$ cat config.mk
export PLATFORM = sky130hd
export DESIGN_NAME = morse_text_decoder_top
export DESIGN_NICKNAME = d
export VERILOG_FILES = /design/src/mtd_pkg.sv /design/src/morse_text_decoder_top.sv /design/src/mtd_front.sv /design/src/mtd_queue.sv /design/src/mtd_back.sv
export SDC_FILE = /design/constraint.sdc
export NUM_CORES = 1
export LEC_CHECK = 0
export BUFFER_PORTS_ARGS = -buffer_cell sky130_fd_sc_hd__clkbuf_2
export CAP_MARGIN = 20
export CORE_AREA = 2 2 71 86
export CTS_BUF_LIST = sky130_fd_sc_hd__clkbuf_8
export CTS_CLUSTER_DIAMETER = 50
export CTS_CLUSTER_SIZE = 40
export DETAILED_ROUTE_END_ITERATION = 12
export DIE_AREA = 0 0 73 88
export PLACE_DENSITY = 0.73
export SLEW_MARGIN = 20
export SYNTH_ARGS = -nofsm -noshare
export SYNTH_HDL_FRONTEND = slang
export SYNTH_SLANG_ARGS = --single-unit
$ cat constraint.sdc
create_clock -name clk -period 3.1 [get_ports clk]
set_input_delay 0 -clock clk [delete_from_list [all_inputs] [get_ports clk]]
set_output_delay 0 -clock clk [all_outputs]
set_load 0.005 [all_outputs]
$ cat src/mtd_pkg.sv
// ----------------------------------------------------------------------------
// mtd_pkg: shared types and tables of the morse text decoder
// payload structs, the token entry passed from front to back, character
// constants and the letter/digit code table with its lookup function
// ----------------------------------------------------------------------------
package mtd_pkg;

  localparam int QUEUE_DEPTH_DEF = 2;

  localparam logic [2:0] LEN_SAT  = 3'd6;
  localparam logic [2:0] LEN_MAX  = 3'd5;
  localparam logic [7:0] CH_DOT   = 8'h2e;
  localparam logic [7:0] CH_DASH  = 8'h2d;
  localparam logic [7:0] CH_SLASH = 8'h2f;
  localparam logic [7:0] CH_SPACE = 8'h20;
  localparam logic [7:0] CH_QMARK = 8'h3f;
  localparam logic [7:0] CH_TAB   = 8'h09;
  localparam logic [7:0] CH_CR    = 8'h0d;
  localparam logic [7:0] CH_NUL   = 8'h00;
  localparam int         NUM_CODES = 36;

  typedef struct packed {
    logic [7:0] text_char;
    logic       is_last;
  } in_item_t;

  typedef struct packed {
    logic [7:0] out_char;
    logic       char_valid;
    logic       end_of_text;
  } out_item_t;

  // one finished token, as handed from the front to the back
  typedef struct packed {
    logic [2:0] length;
    logic [4:0] pattern;
    logic       bad;
    logic       slash;
    logic       last;
  } tok_entry_t;

  typedef struct packed {
    logic [2:0] len;
    logic [4:0] pat;
    logic [7:0] ch;
  } code_t;

  localparam code_t CODE_TABLE [NUM_CODES] = '{
    '{3'd2, 5'd1,  "A"}, '{3'd4, 5'd8,  "B"}, '{3'd4, 5'd10, "C"},
    '{3'd3, 5'd4,  "D"}, '{3'd1, 5'd0,  "E"}, '{3'd4, 5'd2,  "F"},
    '{3'd3, 5'd6,  "G"}, '{3'd4, 5'd0,  "H"}, '{3'd2, 5'd0,  "I"},
    '{3'd4, 5'd7,  "J"}, '{3'd3, 5'd5,  "K"}, '{3'd4, 5'd4,  "L"},
    '{3'd2, 5'd3,  "M"}, '{3'd2, 5'd2,  "N"}, '{3'd3, 5'd7,  "O"},
    '{3'd4, 5'd6,  "P"}, '{3'd4, 5'd13, "Q"}, '{3'd3, 5'd2,  "R"},
    '{3'd3, 5'd0,  "S"}, '{3'd1, 5'd1,  "T"}, '{3'd3, 5'd1,  "U"},
    '{3'd4, 5'd1,  "V"}, '{3'd3, 5'd3,  "W"}, '{3'd4, 5'd9,  "X"},
    '{3'd4, 5'd11, "Y"}, '{3'd4, 5'd12, "Z"},
    '{3'd5, 5'd31, "0"}, '{3'd5, 5'd15, "1"}, '{3'd5, 5'd7,  "2"},
    '{3'd5, 5'd3,  "3"}, '{3'd5, 5'd1,  "4"}, '{3'd5, 5'd0,  "5"},
    '{3'd5, 5'd16, "6"}, '{3'd5, 5'd24, "7"}, '{3'd5, 5'd28, "8"},
    '{3'd5, 5'd30, "9"}
  };

  function automatic logic [7:0] decode_token(tok_entry_t e);
    logic [7:0] ch;
    ch = CH_QMARK;
    if (e.slash) begin
      ch = (e.length == 3'd1 && !e.bad) ? CH_SPACE : CH_QMARK;
    end else if (!e.bad && e.length <= LEN_MAX) begin
      for (int i = 0; i < NUM_CODES; i++) begin
        if (CODE_TABLE[i].len == e.length && CODE_TABLE[i].pat == e.pattern) begin
          ch = CODE_TABLE[i].ch;
        end
      end
    end
    return ch;
  endfunction

endpackage

$ cat src/morse_text_decoder_top.sv
// ----------------------------------------------------------------------------
// morse_text_decoder_top: the result of the beat that ends a token reaches
// out_data through the token queue and then the output register; one input
// beat per cycle while the receiver keeps up, the input stalls only when the
// token queue is full
// reset clears the pending token, the queue and the output valid flag
// ----------------------------------------------------------------------------
module morse_text_decoder_top
  import mtd_pkg::*;
#(
  parameter int QUEUE_DEPTH = QUEUE_DEPTH_DEF
)
(
  input  logic      clk,
  input  logic      rst_n,
  input  logic      in_valid,
  output logic      in_ready,
  input  in_item_t  in_data,
  output logic      out_valid,
  input  logic      out_ready,
  output out_item_t out_data
);

  logic       q_push;
  logic       q_pop;
  logic       q_full;
  logic       q_empty;
  tok_entry_t q_entry;
  tok_entry_t q_head;

  mtd_front u_front (
    .clk      (clk),
    .rst_n    (rst_n),
    .in_valid (in_valid),
    .in_ready (in_ready),
    .in_data  (in_data),
    .q_full   (q_full),
    .q_push   (q_push),
    .q_entry  (q_entry)
  );

  mtd_queue #(
    .DEPTH (QUEUE_DEPTH)
  ) u_queue (
    .clk        (clk),
    .rst_n      (rst_n),
    .push       (q_push),
    .push_entry (q_entry),
    .pop        (q_pop),
    .head       (q_head),
    .full       (q_full),
    .empty      (q_empty)
  );

  mtd_back u_back (
    .clk       (clk),
    .rst_n     (rst_n),
    .q_head    (q_head),
    .q_empty   (q_empty),
    .q_pop     (q_pop),
    .out_valid (out_valid),
    .out_ready (out_ready),
    .out_data  (out_data)
  );

endmodule

$ cat src/mtd_front.sv
// ----------------------------------------------------------------------------
// mtd_front: character intake and token builder
// classifies each byte, gathers dots and dashes into the pending token and
// pushes a finished token entry into the queue at whitespace or last
// ----------------------------------------------------------------------------
module mtd_front
  import mtd_pkg::*;
(
  input  logic       clk,
  input  logic       rst_n,
  input  logic       in_valid,
  output logic       in_ready,
  input  in_item_t   in_data,
  input  logic       q_full,
  output logic       q_push,
  output tok_entry_t q_entry
);

  logic [2:0] length_r,  length_nxt;
  logic [4:0] pattern_r, pattern_nxt;
  logic       bad_r,     bad_nxt;
  logic       slash_r,   slash_nxt;

  logic [2:0] t_length;
  logic [4:0] t_pattern;
  logic       t_bad;
  logic       t_slash;
  logic       is_space;
  logic       token_end;
  logic       accept;

  assign in_ready = !q_full;
  assign accept   = in_valid && in_ready;

  always_comb begin
    is_space = (in_data.text_char == CH_SPACE) ||
               (in_data.text_char >= CH_TAB && in_data.text_char <= CH_CR);

    t_length  = length_r;
    t_pattern = pattern_r;
    t_bad     = bad_r;
    t_slash   = slash_r;
    if (!is_space) begin
      if (in_data.text_char == CH_DOT || in_data.text_char == CH_DASH) begin
        t_pattern = {pattern_r[3:0], in_data.text_char == CH_DASH};
      end else if (in_data.text_char == CH_SLASH) begin
        if (length_r == 3'd0) begin
          t_slash = 1'b1;
        end else begin
          t_bad = 1'b1;
        end
      end else begin
        t_bad = 1'b1;
      end
      if (length_r < LEN_SAT) begin
        t_length = length_r + 3'd1;
      end
    end

    token_end = is_space || in_data.is_last;

    // an empty token only makes a result when it closes the text
    q_push = accept && token_end && (t_length != 3'd0 || in_data.is_last);
    q_entry.length  = t_length;
    q_entry.pattern = t_pattern;
    q_entry.bad     = t_bad;
    q_entry.slash   = t_slash;
    q_entry.last    = in_data.is_last;

    length_nxt  = length_r;
    pattern_nxt = pattern_r;
    bad_nxt     = bad_r;
    slash_nxt   = slash_r;
    if (accept) begin
      if (token_end) begin
        length_nxt  = 3'd0;
        pattern_nxt = 5'd0;
        bad_nxt     = 1'b0;
        slash_nxt   = 1'b0;
      end else begin
        length_nxt  = t_length;
        pattern_nxt = t_pattern;
        bad_nxt     = t_bad;
        slash_nxt   = t_slash;
      end
    end
  end

  always_ff @(posedge clk) begin
    if (!rst_n) begin
      length_r  <= 3'd0;
      pattern_r <= 5'd0;
      bad_r     <= 1'b0;
      slash_r   <= 1'b0;
    end else begin
      length_r  <= length_nxt;
      pattern_r <= pattern_nxt;
      bad_r     <= bad_nxt;
      slash_r   <= slash_nxt;
    end
  end

endmodule

$ cat src/mtd_queue.sv
// ----------------------------------------------------------------------------
// mtd_queue: token queue between front and back
// small circular buffer of finished token entries with a fill count
// ----------------------------------------------------------------------------
module mtd_queue
  import mtd_pkg::*;
#(
  parameter int DEPTH = QUEUE_DEPTH_DEF
)
(
  input  logic       clk,
  input  logic       rst_n,
  input  logic       push,
  input  tok_entry_t push_entry,
  input  logic       pop,
  output tok_entry_t head,
  output logic       full,
  output logic       empty
);

  localparam int PTR_W = (DEPTH > 1) ? $clog2(DEPTH) : 1;
  localparam int CNT_W = $clog2(DEPTH + 1);
  localparam logic [PTR_W-1:0] PTR_LAST = PTR_W'(DEPTH - 1);
  localparam logic [CNT_W-1:0] CNT_FULL = CNT_W'(DEPTH);

  tok_entry_t       store_r [DEPTH];
  logic [PTR_W-1:0] wr_ptr_r, wr_ptr_nxt;
  logic [PTR_W-1:0] rd_ptr_r, rd_ptr_nxt;
  logic [CNT_W-1:0] count_r,  count_nxt;

  assign full  = (count_r == CNT_FULL);
  assign empty = (count_r == '0);
  assign head  = store_r[rd_ptr_r];

  always_comb begin
    wr_ptr_nxt = wr_ptr_r;
    rd_ptr_nxt = rd_ptr_r;
    count_nxt  = count_r;
    if (push) begin
      wr_ptr_nxt = (wr_ptr_r == PTR_LAST) ? '0 : wr_ptr_r + 1'b1;
    end
    if (pop) begin
      rd_ptr_nxt = (rd_ptr_r == PTR_LAST) ? '0 : rd_ptr_r + 1'b1;
    end
    case ({push, pop})
      2'b10:   count_nxt = count_r + 1'b1;
      2'b01:   count_nxt = count_r - 1'b1;
      default: count_nxt = count_r;
    endcase
  end

  always_ff @(posedge clk) begin
    if (!rst_n) begin
      wr_ptr_r <= '0;
      rd_ptr_r <= '0;
      count_r  <= '0;
    end else begin
      wr_ptr_r <= wr_ptr_nxt;
      rd_ptr_r <= rd_ptr_nxt;
      count_r  <= count_nxt;
    end
  end

  always_ff @(posedge clk) begin
    if (push) begin
      store_r[wr_ptr_r] <= push_entry;
    end
  end

endmodule

$ cat src/mtd_back.sv
// ----------------------------------------------------------------------------
// mtd_back: token decode and result register
// takes the queue head, looks the token up in the code table and holds the
// result in the output register until it is taken
// ----------------------------------------------------------------------------
module mtd_back
  import mtd_pkg::*;
(
  input  logic       clk,
  input  logic       rst_n,
  input  tok_entry_t q_head,
  input  logic       q_empty,
  output logic       q_pop,
  output logic       out_valid,
  input  logic       out_ready,
  output out_item_t  out_data
);

  logic      out_valid_r, out_valid_nxt;
  out_item_t out_data_r,  out_data_nxt;

  assign q_pop     = !q_empty && (!out_valid_r || out_ready);
  assign out_valid = out_valid_r;
  assign out_data  = out_data_r;

  always_comb begin
    out_valid_nxt = out_valid_r;
    out_data_nxt  = out_data_r;
    if (q_pop) begin
      out_valid_nxt = 1'b1;
      // empty entry: last beat with nothing pending
      if (q_head.length == 3'd0) begin
        out_data_nxt.out_char   = CH_NUL;
        out_data_nxt.char_valid = 1'b0;
      end else begin
        out_data_nxt.out_char   = decode_token(q_head);
        out_data_nxt.char_valid = 1'b1;
      end
      out_data_nxt.end_of_text = q_head.last;
    end else if (out_ready) begin
      out_valid_nxt = 1'b0;
    end
  end

  always_ff @(posedge clk) begin
    if (!rst_n) begin
      out_valid_r <= 1'b0;
    end else begin
      out_valid_r <= out_valid_nxt;
    end
  end

  always_ff @(posedge clk) begin
    out_data_r <= out_data_nxt;
  end

endmodule

# == Word level (Yosys, flattened, before mapping) ==
# Memory sizes are Yosys's and may differ from the RTL's. A register that Yosys moved wholly into a read port is not among the register bits.
# Cells that the tools add are included.
# word_totals
regBits,25
latch_bits,0
mem_bits_rw,22
mem_bits_ro,0
input_bits,13
output_inout_bits,12
word_cells,177
mem_count,1
# op_classes
add_sub_neg,5
mul,0
n_div,0
n_lt_le_gt_ge,4
n_eq_ne,32
shifts,0
n_mux,65
bitwise_logic,0
n_reduce_logical,59
# memory_table
memory,depth,width,rd,rd_ports_with_merged_regs,write_ports,line_no,rtl
u_queue.store_r,2,11,1,1,1,mtd_queue.sv:26,tok_entry_t store_r [DEPTH];
# ops
cell,count
two-way mux 7 bit,36
logical AND 1 bit,43
equality test 4 x 5 -> 1 bit (first input constant),7
equality test 8 x 6 -> 1 bit (second input constant),4
equality test 5 bit (first input constant),5
equality test 3 x 5 -> 1 bit (first input constant),4
two-way mux 5 bit,4
two-way mux 1 bit,19
two-way mux 8 bit,2
equality test 2 x 5 -> 1 bit (first input constant),2
two-way mux 3 bit,3
greater-or-equal comparator 8 x 4 -> 1 bit (second input constant),1
less-or-equal comparator 8 x 4 -> 1 bit (second input constant),1
equality test 2 x 3 -> 1 bit (first input constant),2
equality test 3 bit (first input constant),2
logical NOT 3 bit,2
equality test 1 x 5 -> 1 bit (first input constant),1
logical NOT 5 bit,1
logical OR 1 bit,5
equality test 2 bit (second input constant),2
logical NOT 1 bit,4
one-hot mux 2 bit (2 select lines),1
nonzero test 2 bit,2
adder 3 x 1 -> 3 bit (second input constant),1
10 further kinds,11

# == Longest topological paths before layout ==
# logic_depth
word_depth,40
ltp_mapped,9
depth_no_buf,9

# == Hierarchy ==
# From an unflattened synthesis, not the netlist that was laid out.
# hier_totals
cells_unflattened,308
hier_area_um2,3019.1
# modules_own_cells
module,n_inst,cells_each,area_each_um2,seq_area_each_um2
mtd_back,1,146,1204.9,290.3
mtd_queue,1,56,1006.0,760.7
mtd_front,1,106,808.3,200.2

# == Worst setup path before layout ==
# OpenSTA, ideal clock, no wires.
# synth_path
path_kind,register to register
start,memory u_queue.store_r[0][9] (netlist bit)
end,register u_back.out_data_r (netlist bit u_back.out_data[7]) (data pin)
setup_ns,0.258
arrival_ns,1.968
required_ns,2.842
setup_slack_ns,0.874
stages_incl_launch_ff,8
path_buffers,1
period_less_slack_ns,2.226
cell_sequence,edfxtp_1 -> clkbuf_1 -> nor4b_1 -> o21ai_1 -> or3b_2 -> and4b_1 -> a41oi_2 -> nor2b_1
# synth_rtl
element,line_no,rtl
start: declaration,mtd_queue.sv:26,
end signal: assignment,mtd_back.sv:54,out_data_r <= out_data_nxt;
end: declaration,mtd_back.sv:20,"out_item_t out_data_r, out_data_nxt;"

==> flow_summary.toml <==
[detailed_routing]
drt_wl_total_mm = 6.96
drcViolationCount = 0
vias = 2627
ant_nets = 0
drtIter0Drc = 207
wl_per_cell_um = 17.2
drt_pass1_iterations = 5
vias_per_cell = 6.50

[cts]
cts_sinks = 47
htreeDepth = 2
postCtsSetupBuffers = 0
cts_buffers = 5
tritoncts = "yes"
clockBufferDepth = 2
clk_latency_ns = 0.30
clk_pin_slew_ns = 0.09
clockRootBuffer = "clkbuf_8"

[yosys]
synth_edf_count = 31
synth_top_area_cell = "edfxtp_1"
synth_simple_gate_area_share_pct = 27.4
yosys_warnings = 0
avgSynthCellArea_um2 = 9.62
synthXorXnorAreaFrac_pct = 2.04
synth_compound_area_share_pct = 20.1
yosysSeqAreaShare_pct = 41.7
synthTopCellsByArea = "edfxtp_1 31%, dfxtp_1 11%, mux2_2 3.4%"
ys_top_cells_by_count = "31 x edfxtp_1, 25 x nand2_1, 21 x nor2_1"
ys.flop_type = "edfxtp_1"
synth_top_area_share_pct = 31.0
async_flop_share_pct = 0
syn_inst = 312
ys_ff_latch = 47
netlist_area_um2 = 3000
syn_nets = 328
muxShareOfSynthArea_pct = 4.04
synth_adder_area_share_pct = 1.25
synth_top_family_by_area = "simple AND/OR/NAND/NOR gates"
yosysMostFrequentCell = "edfxtp_1"
ys_types = 71

[worst_setup_path]
ff2ff_setup_slack_ns = 0.43
crit_path_end_kind = "register"
worst_path_max_delay_cell = "dfxtp_1"
crit_arrival_ns = 2.84
worstSetupPathType = "register to register"
path_delay_family = "compound AO/OA/AOI/OAI gates"
cp.required_ns = 3.27
startpoint_type = "register"
worstReg2RegEnd = "u_back.out_data[3]"
crit_buf_inv = 3
path_cells = "buf_4 > or3_1 > a222oi_1 > buf_4 > a222oi_1 > inv_1 > a2111oi_0 > a32o_1"
crit_path_max_incr_delay_ns = 0.60
cp_max_fo = 15
reg2reg_depth = 8

[die]
std_cell_rows = 30
die_area_um2 = 6420
core_um2 = 5590
die_y_um = 88
ios = 25
die_w_um = 73
initial_core_util_pct = 53.7

[power_and_ir_drop]
leakage_nw = 1.20
power_density_nw_per_um2 = 539
peakVddDrop_uv = 387

[run]
timing.max_cap.violations = 0

[timing]
fin_tns_setup_ns = 0
worstMarginPinSlew_ns = 0.891
rsz0062_at_grt = "false"
max_freq_mhz = 374
setup_viol = 0
period_share_pct = 86.1
finalHoldViolations = 0
fin_hold_ws_ns = 0.0866
period_needed_ns = 2.67
fin_skew_ns = 0.00408
finalMaxSlewViolations = 0
slew_headroom_pct = 40.1

[hold_path]
hp-start = "out_ready"
whs_path_depth = 3
hold_path_class = "primary input to register"
holdPathEnd = "u_back.out_valid"

[layout]
fill_cells = 486
area_growth_pct = 10.2
fin_cells = 404
drive_gt1_share_pct = 18.5
nNetsFinal = 355
antenna_cells = 0

[outcome]
status = "complete, no violations"

[place]
dp_hpwl_mm = 5.34
placed_cells = 394
port_buffers = 23
place_congestion = 0.979

[global_route]
grt_pass1_vias = 2463
grt.overflow.total = 0
antenna_found_initial = 0
grt_max_degree = 18
grt.total_usage_pct = 23.0
grt_pass1_wl_mm = 11.5
tightest hold or removal path, cell delays in order:
cell,delay [ns]
clkbuf_2,0.08
nor2b_1,0.05
o31a_1,0.23
cell families after synthesis:
logic type,after synthesis
buffers and inverters,22
flip-flops,47
XOR/XNOR,7
AND/OR/NAND/NOR,136
multiplexers,11
AO/OA/AOI/OAI,85
adder cells (fa/ha/maj),3
other,1
worst max path at each step:
| stage | from | to | slack, ns | cells after the start |
|---|---|---|---|---|
| 2_1_floorplan | u_queue.store_r[0][9] | u_back.out_data[7] | 0.87 | 7 |
| 3_5_place_dp | register | u_back.out_data[3] | 0.56 | 8 |
| 5_1_grt | register | u_back.out_data[3] | 0.27 | 8 |
| 6_report | register | u_back.out_data[3] | 0.43 | 8 |
| 3_3_place_gp | register | u_back.out_data[7] | 0.64 | 7 |
| 4_1_cts | register | u_back.out_data[3] | 0.54 | 8 |
layout make-up:
cell class | instances | area, um^2 | area share [%]
timing repair buffer | 34 | 203 | 6.13
tap | 64 | 80.1 | 2.42
clock inverter | 3 | 26.3 | 0.794
multi-input combinational | 243 | 1650 | 49.8
sequential | 47 | 1250 | 37.8
inverter | 8 | 30.0 | 0.908
clock buffer | 5 | 68.8 | 2.08
cell usage in the layout, fill, tap and decap left out, types with 3 or more instances in the layout:
cell	netlist	routed
nor4_1	3	3
nor3_1	6	6
nand4b_1	3	3
inv_1	8	8
ha_1	3	3
a32o_1	7	7
nand2b_1	4	4
a21o_1	3	3
clkbuf_8	0	5
xor2_1	3	3
a21boi_0	3	3
nor4b_1	3	3
a22oi_1	10	10
a21oi_1	13	13
o21ai_0	16	16
edfxtp_1	31	31
a211oi_1	4	4
mux2_2	9	9
xnor2_1	4	4
buf_4	1	9
nand3b_1	6	6
and2_1	8	8
o22ai_1	3	3
nand2_1	25	25
or3b_2	4	4
nor2_1	21	21
nor4bb_1	3	3
and3_1	4	4
dfxtp_1	16	16
nor2b_1	8	8
or3_1	5	5
clkbuf_2	0	23
a31oi_1	3	3
nand3_1	11	11
where the power goes:
group,total (W),internal (W),switching [W]
Sequential,0.000829,0.000759,0.0000701
Combinational,0.000566,0.000243,0.000323
Clock,0.000387,0.000168,0.000219
timing repair:
| action | 4_1_cts | 5_1_grt |
|---|---|---|
| hold buffers | 2 | 0 |
| gates resized for setup | 0 | 0 |
| hold endpoints to repair | 4 | 0 |
state kept, by name (all words and copies together), names as in the netlist, named ones only:
| register | cells |
|---|---|
| u_back.out_valid | 1 |
| u_front.bad_r | 1 |
| u_queue.count_r | 2 |
| u_queue.wr_ptr_r | 1 |
| u_queue.rd_ptr_r | 1 |
| u_front.slash_r | 1 |
| u_back.out_data | 9 |
| u_queue.store_r | 22 |
| u_front.length_r | 3 |
| u_front.pattern_r | 5 |
per-stage QoR:
step	cell area, um^2	total power [W]	setup slack [ns]	utilization, %
final	3310	0.00178	0.430	59.1
after global routing	3310	0.00189	0.272	59.1
after floorplan	3000	0.00123	0.874	-
after CTS	3310	0.00179	0.540	59.1
after detailed placement	3190	0.00140	0.557	57.1
after global placement	3190	0.00139	0.642	57.1
routing by layer:
layer	vias to the layer above	track usage [%]	routed length (um)
li1	1270	-	-
met1	1209	26.5	2840
met2	109	38.2	3390
met3	39	4.26	266
met4	0	15.7	459
met5	-	0	0
No activity file was read; power rests on OpenSTA's default activity.
